==> src/sba_pkg.sv <==
// Shared types and constants for the size-class bump allocator.
// No dependencies; every other file but sba_ram imports this package.
package sba_pkg;

	localparam int ADDR_W     = 20;
	localparam int SIZE_W     = 13;
	localparam int STATUS_W   = 2;
	localparam int ROUND_ADD  = 7;
	localparam int UNIT_SHIFT = 3;
	localparam int ROUND_W    = SIZE_W + 1;
	localparam int UNITS_W    = ROUND_W - UNIT_SHIFT;
	localparam int SUM_W      = 18;

	localparam logic OP_ALLOC = 1'b0;
	localparam logic OP_FREE  = 1'b1;

	localparam logic [STATUS_W-1:0] ST_OK         = 2'd0;
	localparam logic [STATUS_W-1:0] ST_NO_PAGE    = 2'd1;
	localparam logic [STATUS_W-1:0] ST_BAD_SIZE   = 2'd2;
	localparam logic [STATUS_W-1:0] ST_STACK_FULL = 2'd3;

	typedef logic [1:0] cmd_t;

	localparam cmd_t CMD_IGNORE = 2'd0;
	localparam cmd_t CMD_BAD    = 2'd1;
	localparam cmd_t CMD_FREE   = 2'd2;
	localparam cmd_t CMD_ALLOC  = 2'd3;

	typedef struct packed {
		cmd_t cmd;
		logic never_fit;
	} ctrl_t;

endpackage

==> src/sba_front.sv <==
// Front end: accepts requests, rounds the size, classifies the item and
// holds it in a two-entry queue for the back end. Depends on sba_pkg.
module sba_front import sba_pkg::*; #(
	parameter int NUM_CLASSES = 64,
	parameter int STACK_DEPTH = 64,
	parameter int PAGE_BYTES = 4096,
	parameter int FIRST_OFFSET = 16,
	localparam int CLS_W = (NUM_CLASSES > 1) ? $clog2(NUM_CLASSES) : 1,
	localparam int SA_W = (NUM_CLASSES * STACK_DEPTH > 1) ?
		$clog2(NUM_CLASSES * STACK_DEPTH) : 1
) (
	input  logic               clk,
	input  logic               arst_n,
	input  logic               push,
	output logic               full,
	input  logic               operation,
	input  logic [SIZE_W-1:0]  request_size,
	input  logic [ADDR_W-1:0]  block_address,
	input  logic               clearing,
	output logic               q_valid,
	input  logic               q_take,
	output ctrl_t              q_ctrl,
	output logic [CLS_W-1:0]   q_cls,
	output logic [SA_W-1:0]    q_base,
	output logic [ROUND_W-1:0] q_rounded,
	output logic [ADDR_W-1:0]  q_addr
);

	logic [ROUND_W-1:0] size_sum;
	logic [UNITS_W-1:0] units;
	logic [UNITS_W-1:0] cls_full;
	logic [ROUND_W-1:0] rounded;
	logic [CLS_W-1:0]   cls;
	logic [SA_W-1:0]    base;
	logic               size_zero;
	logic               bad_cls;
	ctrl_t              ctrl;
	logic               accept;

	ctrl_t              ctrl_q    [2];
	logic [CLS_W-1:0]   cls_q     [2];
	logic [SA_W-1:0]    base_q    [2];
	logic [ROUND_W-1:0] rounded_q [2];
	logic [ADDR_W-1:0]  addr_q    [2];
	logic               wr_ptr_q;
	logic               rd_ptr_q;
	logic [1:0]         count_q;

	assign size_sum  = {1'b0, request_size} + ROUND_W'(ROUND_ADD);
	assign units     = size_sum[ROUND_W-1:UNIT_SHIFT];
	assign rounded   = {units, {UNIT_SHIFT{1'b0}}};
	assign cls_full  = units - UNITS_W'(1);
	assign cls       = CLS_W'(cls_full);
	assign size_zero = (request_size == '0);
	assign bad_cls   = (32'(units) > NUM_CLASSES);
	assign base      = SA_W'(32'(cls) * STACK_DEPTH);

	always_comb begin
		ctrl.never_fit = (32'(FIRST_OFFSET) + 32'(rounded) >= 32'(PAGE_BYTES));
		if (operation == OP_FREE) begin
			if (size_zero || block_address == '0) begin
				ctrl.cmd = CMD_IGNORE;
			end else if (bad_cls) begin
				ctrl.cmd = CMD_BAD;
			end else begin
				ctrl.cmd = CMD_FREE;
			end
		end else begin
			if (size_zero || bad_cls) begin
				ctrl.cmd = CMD_BAD;
			end else begin
				ctrl.cmd = CMD_ALLOC;
			end
		end
	end

	// hold off new items while the class counters are being cleared
	assign full   = (count_q == 2'd2) || clearing;
	assign accept = push && !full;

	always_ff @(posedge clk) begin
		if (accept) begin
			ctrl_q[wr_ptr_q]    <= ctrl;
			cls_q[wr_ptr_q]     <= cls;
			base_q[wr_ptr_q]    <= base;
			rounded_q[wr_ptr_q] <= rounded;
			addr_q[wr_ptr_q]    <= block_address;
		end
	end

	always_ff @(posedge clk or negedge arst_n) begin
		if (!arst_n) begin
			wr_ptr_q <= 1'b0;
			rd_ptr_q <= 1'b0;
			count_q  <= 2'd0;
		end else begin
			if (accept) begin
				wr_ptr_q <= !wr_ptr_q;
			end
			if (q_take) begin
				rd_ptr_q <= !rd_ptr_q;
			end
			case ({accept, q_take})
				2'b10:   count_q <= count_q + 2'd1;
				2'b01:   count_q <= count_q - 2'd1;
				default: count_q <= count_q;
			endcase
		end
	end

	assign q_valid   = (count_q != 2'd0);
	assign q_ctrl    = ctrl_q[rd_ptr_q];
	assign q_cls     = cls_q[rd_ptr_q];
	assign q_base    = base_q[rd_ptr_q];
	assign q_rounded = rounded_q[rd_ptr_q];
	assign q_addr    = addr_q[rd_ptr_q];

endmodule

==> config.mk <==
export PLATFORM = sky130hd
export DESIGN_NAME = sba_front
export DESIGN_NICKNAME = d
export VERILOG_FILES = /design/src/sba_pkg.sv /design/src/sba_front.sv
export SDC_FILE = /design/constraint.sdc
export NUM_CORES = 1
export LEC_CHECK = 0
export ABC_AREA = 0
export BUFFER_PORTS_ARGS = -buffer_cell sky130_fd_sc_hd__buf_2
export CORE_UTILIZATION = 35
export DETAILED_ROUTE_END_ITERATION = 12
export PLACE_DENSITY = 0.57
export SYNTH_ARGS = -nofsm -noshare
export SYNTH_HDL_FRONTEND = slang
export SYNTH_SLANG_ARGS = --single-unit
==> constraint.sdc <==
create_clock -name clk -period 5.5 [get_ports clk]
set_input_delay 0.55 -clock clk [delete_from_list [all_inputs] [get_ports clk]]
set_output_delay 0.55 -clock clk [all_outputs]
set_load 0.1 [all_outputs]
==> results.json <==
{
  "relSlewSlack_pct": 33.4,
  "rsz0062_at_grt": "no",
  "synth.top_cell.area_share_pct": 66.4,
  "ys_warn_count": 0,
  "htreeDepth": 3,
  "netlist_top_cells_area": "edfxtp_1 66%, mux2_2 12%, buf_4 3.1%",
  "cp.arrival_ns": 2.15,
  "grt_overflow": 0,
  "synth_compound_area_share_pct": 1.83,
  "ys_types": 32,
  "fin_crit_ns": 2.70,
  "synth-simple-area-share_pct": 5.78,
  "clk_pin_slew_ns": 0.08,
  "dr.first_iter.drc_count": 54,
  "cts_tree": "done",
  "die-area_sq_um": 10700,
  "ios": 96,
  "ys_ff_latch": 84,
  "wl_mm": 6.50,
  "synth_flop_cell": "edfxtp_1",
  "synth.most_common_cell": "edfxtp_1",
  "grt_pass1_vias": 2024,
  "clk_latency_ns": 0.34,
  "numCtsBuffers": 9,
  "worst_pin_slew_ns": 0.999,
  "synth_top_family_by_area": "multiplexers",
  "gp_congestion": 0.672,
  "synth_xor_area_share_pct": 4.81,
  "grt_antenna_before_repair": 0,
  "cts_setup_buffers": 0,
  "grt_use_total_pct": 12.5,
  "setup_violations": 0,
  "path_class": "flip-flop to output port",
  "syn_area_sq_um": 3620,
  "synth_edf_count": 80,
  "layout-drive-gt1-share_pct": 48.6,
  "grt_pass1_wl_mm": 10.2,
  "cp.required_ns": 4.95,
  "postSynthCellCount": 224,
  "nets": 348,
  "critPathLaunchType": "flip-flop",
  "start_util_pct": 36.5,
  "period_share_pct": 49.0,
  "synth-adder-area-share_pct": 1.04,
  "ant_nets": 0,
  "ys_top_cells_by_count": "80 x edfxtp_1, 40 x mux2_2, 15 x buf_4, 12 x xnor2_1, 9 x clkbuf_1",
  "avgSynthCellArea_sq_um": 16.1,
  "portBuffers": 86,
  "max_freq_mhz": 371,
  "row_count": 36,
  "skew_ns": 0.00610,
  "path_max_fanout": 41,
  "synth_mux_area_share_pct": 12.5,
  "drv_cap": 0,
  "setup_tns_ns": 0,
  "cts-resized-gates": 0,
  "wl_per_cell_um": 14.6,
  "antennaDiodeCount": 0,
  "ys_seq_area_share_pct": 69.2,
  "status": "complete, no violations",
  "synth_async_sr_flop_share_pct": 4.76,
  "hold_class": "input port to flip-flop",
  "grt_max_degree": 42,
  "syn2layout_area_growth_pct": 19.4,
  "slew_violations": 0,
  "viasPerCell": 4.58,
  "drcViolationCount": 0,
  "yosys.area.top_type": "edfxtp_1",
  "clk_path_buf_depth": 2,
  "hold_viol_final": 0,
  "routed-via-count": 2033,
  "root_buffer": "clkbuf_8",
  "firstDrtPassIters": 4,
  "die_h_um": 104,
  "core_sq_um": 9910,
  "cp-end-kind": "output port",
  "hpwlAfterDp_mm": 4.32,
  "die_w_um": 104,
  "holdBufCountCts": 1,
  "cts_sinks": 84
}
==> sequential cells by signal, indices dropped and copies added, names as in the netlist <==
register / cells
rd_ptr_q: 1
ctrl_q: 6
count_q: 2
base_q: 12
wr_ptr_q: 1
rounded_q: 22
addr_q: 40
==> worst max-delay path: stages (launching register included) <==
cell     delay (ns)
dfrtp_2        1.02
mux2_2         0.34
buf_2          0.43
==> layout make-up <==
| cell class | instances | area (sq um) |
|---|---|---|
| Fill cell | 966 | 5590 |
| Sequential cell | 84 | 2500 |
| Clock buffer | 9 | 124 |
| Timing Repair Buffer | 88 | 448 |
| Tap cell | 133 | 166 |
| Multi-Input combinational cell | 117 | 980 |
| Clock inverter | 7 | 76.3 |
| Inverter | 6 | 22.5 |
==> metal layers <==
layer	part of all wire, %	wire length (um)	GRT usage [%]	vias up
li1	-	-	-	978
met1	44	2890	15.7	974
met2	48	3140	20.0	79
met3	7.0	454	5.22	2
met4	0.38	25	3.37	0
met5	0	0	0	-
==> cell families (layout without fill, tap and decap cells) <==
family          after synthesis  after routing
flops                        84             84
simple gates                 37             37
fa+ha+maj                     3              3
xor+xnor                     19             19
buf+inv                      31            110
other cells                   1              9
mux                          40             40
compound gates                9              9
==> path summary, 6_finish.rpt <==
| check | start | to | slack (ns) | cells after the start |
|---|---|---|---|---|
| max | rd_ptr_q | q_cls[0] | 2.80 | 2 |
| min | q_take | rd_ptr_q | 0.40 | 2 |
| max reg2reg | count_q[0] | rounded_q[0][9] | 3.35 | 5 |
| min reg2reg | count_q[1] | count_q[1] | 0.50 | 1 |
| max in group asynchronous | arst_n | rd_ptr_q | 4.84 | 2 |
| min in group asynchronous | arst_n | count_q[0] | 0.53 | 2 |
==> cell usage in the layout (no fill, tap or decap), types with 3 or more instances in the layout <==
cell type and count:
dfrtp_1 3, ha_1 3, mux2_2 40, inv_1 6
a21oi_1 3, nor2_1 5, nor3_1 3, nand2_1 6
edfxtp_1 80, conb_1 9, clkbuf_8 9, buf_2 86
xor2_1 6, nand3_1 4, nor4_1 7, xnor2_1 12
==> through the flow <==
stage	std cells	util [%]	worst slack (ns)	cell area [sq um]	hold WS (ns)
floorplan	232	-	2.53	3650	0.254
global placement	427	41.5	2.94	4110	0.360
detailed placement	427	41.5	2.81	4110	0.359
CTS	444	43.6	2.70	4320	0.378
global route	444	43.6	2.64	4320	0.378
finish	444	43.6	2.80	4320	0.398
Power is not shown: default switching activity piles up to over one toggle a cycle in this logic, so the estimate is an artifact.
